File: src/rtl/core/gn2d_fade.sv
// Three-stage quintic fade unit: 6t^5 - 15t^4 + 10t^3 on a Q0.F fraction.
module gn2d_fade #(
  parameter int FRAC_BITS = 16
) (
  input  logic                 clk,
  input  logic [FRAC_BITS-1:0] t_i,
  output logic [FRAC_BITS:0]   fade_o
);
  localparam int F = FRAC_BITS;
  localparam logic signed [F+4:0] K15 = (F+5)'(15 << F);
  localparam logic signed [F+4:0] K10 = (F+5)'(10 << F);

  logic [F-1:0]         t1_r, tt1_r, t3_2_r;
  logic [2*F-1:0]       tt_full, t3_full;
  logic signed [F+4:0]  s_nxt, q2_r, inner;
  logic signed [2*F+5:0] q_full;
  logic [2*F+3:0]       fade_full;
  logic [F:0]           fade_r;

  assign tt_full   = t_i * t_i;
  assign t3_full   = tt1_r * t1_r;
  assign s_nxt     = $signed((F+5)'(t1_r) * (F+5)'(6)) - K15;
  assign q_full    = $signed({1'b0, t1_r}) * s_nxt;
  assign inner     = q2_r + K10;
  assign fade_full = t3_2_r * inner[F+3:0];

  always_ff @(posedge clk) begin
    t1_r   <= t_i;
    tt1_r  <= tt_full[2*F-1:F];
    t3_2_r <= t3_full[2*F-1:F];
    q2_r   <= q_full[2*F+4:F];
    fade_r <= fade_full[2*F:F];
  end

  assign fade_o = fade_r;

endmodule

File: config.mk
export PLATFORM = sky130hd
export DESIGN_NAME = gn2d_fade
export DESIGN_NICKNAME = d
export VERILOG_FILES = /design/src/rtl/core/gn2d_fade.sv
export SDC_FILE = /design/constraint.sdc
export NUM_CORES = 2
export LEC_CHECK = 0
export ABC_AREA = 1
export BUFFER_PORTS_ARGS = -buffer_cell sky130_fd_sc_hd__buf_2
export CELL_PAD_IN_SITES_DETAIL_PLACEMENT = 1
export CELL_PAD_IN_SITES_GLOBAL_PLACEMENT = 1
export CORE_UTILIZATION = 40
export DETAILED_ROUTE_END_ITERATION = 10
export MAX_ROUTING_LAYER = met4
export PLACE_DENSITY_LB_ADDON = 0.1
export SETUP_SLACK_MARGIN = 0.3
export SYNTH_ARGS = -nofsm -noshare
export SYNTH_HDL_FRONTEND = slang
export SYNTH_SLANG_ARGS = --single-unit
File: constraint.sdc
create_clock -name clk -period 19.04 [get_ports clk]
set_clock_uncertainty 0.2 [all_clocks]
set_input_delay 0.952 -clock clk [delete_from_list [all_inputs] [get_ports clk]]
set_output_delay 0.952 -clock clk [all_outputs]
set_load 0.02 [all_outputs]
==> qor.csv <==
metric;value;unit
status;finished, final reports clean;
Final Slew Violations;0;
Worst Max-Slew Pin Slew;1.07;ns
synthesis-stage register bit count;85;
WS Path Type;reg -> reg;
num ports;34;
largest net degree at the start of global routing;49;
Final Net Count;6618;
Hold Vio Cnt, Final;0;
dominant cells by area after synthesis;fa_1 44%, inv_1 14%, ha_1 12%;
Unique masters post-synth;47;
Final Core Density;0.421;
Crit path arrival time;8.96;ns
Post-CTS Setup Inserts;0;
WHS Path Cells;1;
area share of the largest cell type after synthesis;0.440;
initial antenna violation count;3;
Post-Synth XOR/XNOR Area;0.0125;
gpl congestion;0.891;
Setup crit end kind;flip-flop;
final worst path period share;0.465;
DR DRC count;0;
Std-Cell Rows;117;
Die Ht;324;µm
cell with the most instances after synthesis;inv_1;
Root Driver;clkbuf_16;
mux cell area share after synthesis;0;
CP max stage cell;fa_1;
Main synth FF type;dfxtp_1;
DP HPWL;103000;µm
TritonCTS clock tree;done;
critical path's largest stage delay;0.61;ns
TritonRoute pass-1 iters;7;
FF-to-FF Start;t1_r[1];
via count;32700;
CP top delay family;adder cells;
synth cell count leaders;1597 x inv_1, 1297 x nand2_1, 911 x fa_1;
global-route wire length before repair;202000;µm
post-synth top area cell;fa_1;
clk buf depth;2;
setup violators final;0;
Syn-to-layout area delta;3.87;%
Num CTS Buffers;9;
complex-gate fraction of the synthesized area;0.0408;
Initial Util;0.406;
Crit path depth;38;
ys async rst share;0;
combinational family with the most area after synthesis;adder cells;
antenna-violating nets left;0;
EDFF count, synth;0;
hold crit path type;in -> reg;
worst skew pair latency;0.42;ns
R2R cell count;38;
register area share after synthesis;0.0411;
Slew HR;0.287;
WL met1;57500;µm
CTS H-Tree Depth;3;
fmax;113;MHz
Synth Cell Area;41400;µm²
adder-cell share of the synthesized area;0.558;
core area;102000;µm²
CTS resizes;0;
Avg WL per Cell;18.4;µm
met2 routed WL;58600;µm
Routed WL;123000;µm
CP Launch Point;t1_r[1];
PortBufs;33;
Post-Synth Simple-Gate Area;0.182;
Clock Sinks;85;
Syn Nets;6746;
Die W;324;µm
worst-path maximum fanout;37;
warning count from the yosys run;0;
gr ovfl total;0;
RSZ-0062 raised after global routing;false;
Worst setup SP type;flip-flop;
routed wl met3;4440;µm
max cap viols;0;
share of layout cells above drive strength 1;0.0260;
Highest Signal Layer;met4;
worst hold start;t_i[0];
Worst-path clk slew;0.08;ns
Mapped Cells;5427;
Via density;4.90;
minimum clock period;8.86;ns
Avg Cell Area, Syn;7.64;µm²
setup TNS;0;ns
All-Layer GR Usage;0.257;
total die area;105000;µm²
hold buffers post-CTS;0;
vias in the first global route;36900;
Worst Path Required;19.14;ns
DRT iter0 DRCs;1522;
worst path bufs/invs;9;
[path summary, 6_finish.rpt]
path	end	slack [ns]
max	q2_r[19]	10.18
min	t1_r[0]	0.68
max reg2reg	q2_r[19]	10.18
min reg2reg	t3_2_r[5]	0.97
[flip-flops by register name, indices dropped and copies added, names as in the netlist]
name    cells
t1_r       16
fade_o     17
t3_2_r     16
tt1_r      16
q2_r       20
[metal layers]
layer / GRT usage / vias to the layer above
met5: - / -
met4: 0.0521 / 0
met3: 0.0260 / 103
met2: 0.425 / 502
met1: 0.343 / 16800
li1: - / 15300
[layout by cell type (no fill, tap or decap), types with 4 or more instances in the layout]
cell,count
or2_1,5
o21bai_1,20
a21boi_0,10
ha_1,391
nand2_2,11
fa_1,911
nand4_1,30
nor2_2,7
clkbuf_16,9
nand2_1,1297
a21o_1,17
o21a_1,4
inv_1,1597
inv_2,6
xnor2_1,20
or2_2,8
buf_4,32
nand3b_1,5
and3_1,5
dfxtp_2,7
nor4_1,7
nand3_1,170
a31oi_1,4
buf_2,33
nor3_1,33
nor2_1,288
o21ai_0,77
o21ai_1,4
nand3_2,5
a21oi_1,142
o211ai_1,4
dfxtp_1,78
xor2_1,37
[logic make-up (layout without fill, tap and decap cells)]
kind of cell | after synthesis | count (layout)
flops | 85 | 85
simple gates | 1874 | 1874
other cells | 0 | 1
fa+ha+maj | 1302 | 1302
buf+inv | 1811 | 1687
compound gates | 296 | 296
xor+xnor | 59 | 59
[per-stage QoR]
step	cells	worst slack [ns]	cell area, µm²	hold slack (ns)
2_1_floorplan	5427	11.27	41400	0.528
3_3_place_gp	6656	10.40	42800	1.02
3_5_place_dp	6656	10.16	42800	1.03
4_1_cts	6671	10.16	43100	0.658
5_1_grt	6672	9.63	43100	0.674
6_report	6672	10.18	43100	0.677
[area by class of cell]
type	count	area [µm²]
fill	12800	59100
multi-input combinational	3531	32900
inverter	1607	6030
tap	1368	1710
sequential	85	1710
timing repair buffer	65	405
clock buffer	10	239
clock inverter	5	60.1
antenna	1	2.50
Power is not shown: default switching activity piles up to over one toggle a cycle in this logic, so the estimate is an artifact.
