### config.mk
export PLATFORM = sky130hd
export DESIGN_NAME = gn2d_blend
export DESIGN_NICKNAME = d
export VERILOG_FILES = /design/src/rtl/core/gn2d_pkg.sv /design/src/rtl/core/gn2d_blend.sv
export SDC_FILE = /design/constraint.sdc
export NUM_CORES = 2
export LEC_CHECK = 0
export BUFFER_PORTS_ARGS = -buffer_cell sky130_fd_sc_hd__buf_2
export CAP_MARGIN = 0
export CORE_MARGIN = 2
export CORE_UTILIZATION = 55
export DETAILED_ROUTE_END_ITERATION = 10
export GPL_TIMING_DRIVEN = 1
export PLACE_DENSITY_LB_ADDON = 0.15
export SLEW_MARGIN = 20
export SYNTH_ARGS = -nofsm -noshare
export SYNTH_HDL_FRONTEND = slang
export SYNTH_SLANG_ARGS = --single-unit
### constraint.sdc
create_clock -name clk -period 10.75 [get_ports clk]
set_input_delay 1.075 -clock clk [delete_from_list [all_inputs] [get_ports clk]]
set_output_delay 1.075 -clock clk [all_outputs]
set_load 0.01 [all_outputs]
### src/rtl/core/gn2d_pkg.sv
// Shared constants, permutation ROM and gradient select codes for the noise pipeline.
package gn2d_pkg;

  localparam int COORD_W = 24;
  localparam int CELL_W  = 8;
  localparam int OUT_W   = 19;

  localparam int OUT_MAX = 262143;
  localparam int OUT_MIN = -262144;

  // gradient select: u is y from this code up, v is y below GRAD_V_Y_BELOW,
  // v is x for the two extra codes, else zero
  localparam logic [3:0] GRAD_U_Y_FROM  = 4'd8;
  localparam logic [3:0] GRAD_V_Y_BELOW = 4'd4;
  localparam logic [3:0] GRAD_V_X_A     = 4'd12;
  localparam logic [3:0] GRAD_V_X_B     = 4'd14;

  localparam logic [7:0] PERM_ROM [256] = '{
    8'd151, 8'd160, 8'd137, 8'd91,  8'd90,  8'd15,  8'd131, 8'd13,
    8'd201, 8'd95,  8'd96,  8'd53,  8'd194, 8'd233, 8'd7,   8'd225,
    8'd140, 8'd36,  8'd103, 8'd30,  8'd69,  8'd142, 8'd8,   8'd99,
    8'd37,  8'd240, 8'd21,  8'd10,  8'd23,  8'd190, 8'd6,   8'd148,
    8'd247, 8'd120, 8'd234, 8'd75,  8'd0,   8'd26,  8'd197, 8'd62,
    8'd94,  8'd252, 8'd219, 8'd203, 8'd117, 8'd35,  8'd11,  8'd32,
    8'd57,  8'd177, 8'd33,  8'd88,  8'd237, 8'd149, 8'd56,  8'd87,
    8'd174, 8'd20,  8'd125, 8'd136, 8'd171, 8'd168, 8'd68,  8'd175,
    8'd74,  8'd165, 8'd71,  8'd134, 8'd139, 8'd48,  8'd27,  8'd166,
    8'd77,  8'd146, 8'd158, 8'd231, 8'd83,  8'd111, 8'd229, 8'd122,
    8'd60,  8'd211, 8'd133, 8'd230, 8'd220, 8'd105, 8'd92,  8'd41,
    8'd55,  8'd46,  8'd245, 8'd40,  8'd244, 8'd102, 8'd143, 8'd54,
    8'd65,  8'd25,  8'd63,  8'd161, 8'd1,   8'd216, 8'd80,  8'd73,
    8'd209, 8'd76,  8'd132, 8'd187, 8'd208, 8'd89,  8'd18,  8'd169,
    8'd200, 8'd196, 8'd135, 8'd130, 8'd116, 8'd188, 8'd159, 8'd86,
    8'd164, 8'd100, 8'd109, 8'd198, 8'd173, 8'd186, 8'd3,   8'd64,
    8'd52,  8'd217, 8'd226, 8'd250, 8'd124, 8'd123, 8'd5,   8'd202,
    8'd38,  8'd147, 8'd118, 8'd126, 8'd255, 8'd82,  8'd85,  8'd212,
    8'd207, 8'd206, 8'd59,  8'd227, 8'd47,  8'd16,  8'd58,  8'd17,
    8'd182, 8'd189, 8'd28,  8'd42,  8'd223, 8'd183, 8'd170, 8'd213,
    8'd119, 8'd248, 8'd152, 8'd2,   8'd44,  8'd154, 8'd163, 8'd70,
    8'd221, 8'd153, 8'd101, 8'd155, 8'd167, 8'd43,  8'd172, 8'd9,
    8'd129, 8'd22,  8'd39,  8'd253, 8'd19,  8'd98,  8'd108, 8'd110,
    8'd79,  8'd113, 8'd224, 8'd232, 8'd178, 8'd185, 8'd112, 8'd104,
    8'd218, 8'd246, 8'd97,  8'd228, 8'd251, 8'd34,  8'd242, 8'd193,
    8'd238, 8'd210, 8'd144, 8'd12,  8'd191, 8'd179, 8'd162, 8'd241,
    8'd81,  8'd51,  8'd145, 8'd235, 8'd249, 8'd14,  8'd239, 8'd107,
    8'd49,  8'd192, 8'd214, 8'd31,  8'd181, 8'd199, 8'd106, 8'd157,
    8'd184, 8'd84,  8'd204, 8'd176, 8'd115, 8'd121, 8'd50,  8'd45,
    8'd127, 8'd4,   8'd150, 8'd254, 8'd138, 8'd236, 8'd205, 8'd93,
    8'd222, 8'd114, 8'd67,  8'd29,  8'd24,  8'd72,  8'd243, 8'd141,
    8'd128, 8'd195, 8'd78,  8'd66,  8'd215, 8'd61,  8'd156, 8'd180
  };

  function automatic logic [CELL_W-1:0] perm(input logic [CELL_W-1:0] idx);
    return PERM_ROM[idx];
  endfunction

endpackage

### src/rtl/core/gn2d_blend.sv
// Three interpolations and output saturation over four stages, with the result register.
module gn2d_blend #(
  parameter int FRAC_BITS = 16
) (
  input  logic                               clk,
  input  logic                               rst_n,
  input  logic                               valid_i,
  input  logic [FRAC_BITS:0]                 u_i,
  input  logic [FRAC_BITS:0]                 v_i,
  input  logic signed [FRAC_BITS+2:0]        g00_i,
  input  logic signed [FRAC_BITS+2:0]        g10_i,
  input  logic signed [FRAC_BITS+2:0]        g01_i,
  input  logic signed [FRAC_BITS+2:0]        g11_i,
  output logic                               valid_o,
  output logic signed [gn2d_pkg::OUT_W-1:0]  noise_o
);
  import gn2d_pkg::*;

  localparam int F     = FRAC_BITS;
  localparam int W     = F + 4;
  localparam int EXT_W = (W > OUT_W) ? W : OUT_W;
  localparam logic signed [EXT_W-1:0] SAT_HI = EXT_W'(OUT_MAX);
  localparam logic signed [EXT_W-1:0] SAT_LO = EXT_W'(OUT_MIN);

  logic                  v4_r, v5_r, v6_r, v7_r;
  logic signed [W-1:0]   db, dt, d6;
  logic signed [F+W+1:0] pb_full, pt_full, pr_full;
  logic signed [W-1:0]   pb_r, pt_r, g00_r, g01_r;
  logic signed [W-1:0]   bot5_r, top5_r, bot6_r, pr6_r, r_nxt;
  logic [F:0]            v4w_r, v5w_r;
  logic signed [EXT_W-1:0] r_ext;
  logic signed [OUT_W-1:0] noise_nxt, noise_r;

  assign db      = W'(g10_i) - W'(g00_i);
  assign dt      = W'(g11_i) - W'(g01_i);
  assign pb_full = $signed({1'b0, u_i}) * db;
  assign pt_full = $signed({1'b0, u_i}) * dt;

  assign d6      = top5_r - bot5_r;
  assign pr_full = $signed({1'b0, v5w_r}) * d6;

  assign r_nxt = bot6_r + pr6_r;
  assign r_ext = EXT_W'(r_nxt);

  always_comb begin
    if (r_ext > SAT_HI) begin
      noise_nxt = SAT_HI[OUT_W-1:0];
    end else if (r_ext < SAT_LO) begin
      noise_nxt = SAT_LO[OUT_W-1:0];
    end else begin
      noise_nxt = r_ext[OUT_W-1:0];
    end
  end

  always_ff @(posedge clk) begin
    if (!rst_n) begin
      v4_r <= 1'b0;
      v5_r <= 1'b0;
      v6_r <= 1'b0;
      v7_r <= 1'b0;
    end else begin
      v4_r <= valid_i;
      v5_r <= v4_r;
      v6_r <= v5_r;
      v7_r <= v6_r;
    end
    pb_r    <= pb_full[F+W-1:F];
    pt_r    <= pt_full[F+W-1:F];
    g00_r   <= W'(g00_i);
    g01_r   <= W'(g01_i);
    v4w_r   <= v_i;
    bot5_r  <= g00_r + pb_r;
    top5_r  <= g01_r + pt_r;
    v5w_r   <= v4w_r;
    pr6_r   <= pr_full[F+W-1:F];
    bot6_r  <= bot5_r;
    noise_r <= noise_nxt;
  end

  assign valid_o = v7_r;
  assign noise_o = noise_r;

endmodule

==> impl_summary.log <==
[metrics] run status: finished, final reports clean
[metrics] Non-Filler Instances: 6,093
[metrics] startpoint class of the critical path: flop
[metrics] most common cell after layout, fill and taps aside: inv_1
[metrics] number of gates resized after cts: 0
[metrics] number of nets with antenna violations after detailed routing: 0
[metrics] total core area: 0.0817 sq mm
[metrics] clock tree from TritonCTS: yes
[metrics] synth unique cells: 79
[metrics] pin count of the biggest net entering global routing: 42
[metrics] number of top-level pins: 133
[metrics] maximum clock skew at final layout: 0.0225 ns
[metrics] post-synthesis instance area: 0.0451 sq mm
[metrics] Max FO, Critical Path: 17
[metrics] relative max-transition margin: 27.2%
[metrics] data required time of the critical path: 11.23 ns
[metrics] most frequent cells in the layout: 1,252 x inv_1, 975 x fa_1, 605 x nand2_1
[metrics] flip-flop and latch count after synthesis: 215
[metrics] Clock Root Buffer: clkbuf_16
[metrics] number of slew-limit violations in the final report: 0
[metrics] number of antenna violations at the first check in global routing: 3
[metrics] fill cell count: 7,409
[metrics] final period demand of the worst path: 9.39 ns
[metrics] H-tree depth reported by CTS: 1
[metrics] final weighted congestion of routability-driven global placement: 0.873
[metrics] final hold violation count: 0
[metrics] portion of the clock cycle consumed by the worst path in the final layout: 87.3%
[metrics] aggregate global routing overflow: 0
[metrics] All-Layer GR Usage: 27.2%
[metrics] buffer depth of the longest clock path: 3
[metrics] nature of the critical path endpoint: flop
[metrics] Avg Synthesized Cell Area: 9.11 sq um
[metrics] number of buffers created by CTS: 24
[metrics] most frequent cell on the critical path: fa_1
[metrics] fmax: 0.107 GHz
[metrics] type of the setup path with the least slack: reg -> reg
[metrics] area growth from synthesis to layout: 6.20%
[metrics] width of the die: 290 um
[metrics] Hold WC Path Type: reg -> reg
[metrics] Post-synth EDFFs: 0
[metrics] Clock Sink Count: 215
[metrics] Initial Util: 55.2%
[metrics] final net count: 6,465
[metrics] synth warn: 0
[metrics] Max Cap Violations: 0
[metrics] number of buffers added to fix hold violations after cts: 0
[metrics] area of combinational cells with multiple inputs: 0.0356 sq mm
[metrics] post-synthesis sequential area ratio: 9.54%
[metrics] total via count in the routed design: 31,600
[metrics] Routed Wire Length: 110 mm
[metrics] dominant register cell in the synthesized netlist: dfxtp_1
[metrics] number of post-CTS setup repair buffers: 0
[metrics] wire per inst: 18.0 um
[metrics] vias in the first global route: 34,000
[metrics] detailed-router iteration count before antenna repair: 5
[metrics] total nets after synthesis: 6,415
[metrics] cell count after synthesis: 4,953
[metrics] I/O Buffers: 132
[metrics] detailed-route DRC error count: 0
[metrics] Clock Pin Slew Worst Setup and Hold Paths: 0.07 ns
[metrics] number of placed instances, taps included: 6,047
[metrics] worst path arrival time: 9.87 ns
[metrics] Reg area: 0.00430 sq mm
[metrics] Worst path max stage delay: 0.55 ns
[metrics] number of vias per cell: 5.18
[metrics] fraction of synthesis flops using an asynchronous set or reset pin: 0%
[metrics] RSZ-0062 raised after global routing: no
[metrics] latest clock arrival within the worst-skew pair: 0.56 ns
[metrics] layout cells sized above 1: 6.13%
[metrics] Fin Setup TNS: 0 ns
[metrics] pin slew with the least headroom to its limit: 1.09 ns
[metrics] Detailed Route Iter0 Violations: 1,544
[metrics] first-pass GRT wire length: 181 mm
[metrics] number of standard-cell rows in the floorplan: 105
[metrics] Die Footprint: 0.0844 sq mm
[metrics] placed wire-length estimate after detailed placement: 87.4 mm
[metrics] Setup-failing EPs final: 0
[metrics] CP max-delay cell: fa_1
[metrics] Die Height: 290 um
[layer usage]
layer	vias to the layer above	GRT usage (%)	wire, um
li1	14600	-	-
met1	16000	35.5	45300
met2	777	47.9	55600
met3	169	2.49	5120
met4	2	8.82	3840
met5	-	0	13
[through the flow]
step | util (%) | worst slack (ns) | area (sq um) | hold WS, ns
6_report | 58.7 | 1.36 | 47900 | 0.325
3_5_place_dp | 57.6 | 1.20 | 47100 | 0.314
5_1_grt | 58.7 | 0.810 | 47900 | 0.329
2_1_floorplan | - | 1.86 | 45100 | 0.310
4_1_cts | 58.7 | 1.38 | 47900 | 0.327
3_3_place_gp | 57.6 | 1.31 | 47100 | 0.313
[final timing paths]
path / from / endpoint / slack (ns) / cells past startpoint
max: bot5_r[0] / pr6_r[19] / 1.36 / 33
min: v4w_r[15] / v5w_r[15] / 0.33 / 0
max reg2reg: bot5_r[0] / pr6_r[19] / 1.36 / 33
min reg2reg: v4w_r[15] / v5w_r[15] / 0.33 / 0
[registers in the layout, summed over array words and instances (netlist names), 17 cells and up]
name     count
v4w_r       17
bot5_r      20
bot6_r      20
pb_r        20
noise_o     19
top5_r      20
g00_r       19
v5w_r       17
pt_r        20
pr6_r       20
g01_r       19
[cell families after synthesis]
kind of cell | Yosys count | synth area share [%]
DFF | 215 | 9.54
and+or+nand+nor | 1391 | 15.3
muxes | 19 | 0.446
AOI/OAI and AO/OA | 347 | 5.23
buffers and inverters | 1428 | 11.9
adders and majority gates | 1356 | 53.8
xor gates and xnor gates | 197 | 3.84
[synth_stat cells, drive strengths merged (4+ instances only)]
| cell | count | share of area, % |
|---|---|---|
| a211oi | 14 | 0.27 |
| a21boi | 10 | 0.17 |
| a21o | 36 | 0.60 |
| a21oi | 120 | 1.4 |
| a31oi | 11 | 0.17 |
| and2 | 412 | 5.7 |
| and3 | 18 | 0.25 |
| and3b | 9 | 0.17 |
| and4 | 4 | 0.078 |
| buf | 12 | 0.14 |
| clkbuf | 164 | 1.4 |
| dfxtp | 215 | 9.5 |
| fa | 975 | 43 |
| ha | 374 | 10 |
| inv | 1252 | 10 |
| maj3 | 7 | 0.16 |
| mux2 | 9 | 0.22 |
| mux2i | 10 | 0.22 |
| nand2 | 605 | 5.0 |
| nand2b | 45 | 0.62 |
| nand3 | 29 | 0.32 |
| nand3b | 15 | 0.25 |
| nand4 | 4 | 0.055 |
| nor2 | 109 | 0.91 |
| nor2b | 70 | 0.97 |
| nor3 | 41 | 0.45 |
| nor4 | 4 | 0.055 |
| o211ai | 9 | 0.16 |
| o21a | 30 | 0.50 |
| o21ai | 57 | 0.64 |
| o21bai | 11 | 0.18 |
| o31a | 6 | 0.12 |
| o31ai | 5 | 0.083 |
| o41ai | 5 | 0.20 |
| or2 | 10 | 0.14 |
| or3 | 12 | 0.17 |
| xnor2 | 150 | 2.9 |
| xor2 | 47 | 0.91 |
[final cells by class]
type | instances | area share, %
diodes | 2 | 0.0104
clock buffers | 30 | 1.43
clock inverters | 14 | 0.360
inverters | 1252 | 9.80
multi-input cells | 3310 | 74.2
flip-flops and latches | 215 | 8.98
well taps | 1070 | 2.79
repair buffers | 200 | 2.44
[worst max-delay path: cells and delay by family, from the launching register on]
family / cells / cell delay [ns]
AO/OA/AOI/OAI: 15 / 3.24
XOR/XNOR: 1 / 0.13
adder cells (fa/ha/maj): 9 / 4.18
buffers and inverters: 4 / 0.40
flip-flops: 1 / 0.44
multiplexers: 1 / 0.32
AND/OR/NAND/NOR: 3 / 0.60
Power is not shown: default switching activity piles up to over one toggle a cycle in this logic, so the estimate is an artifact.
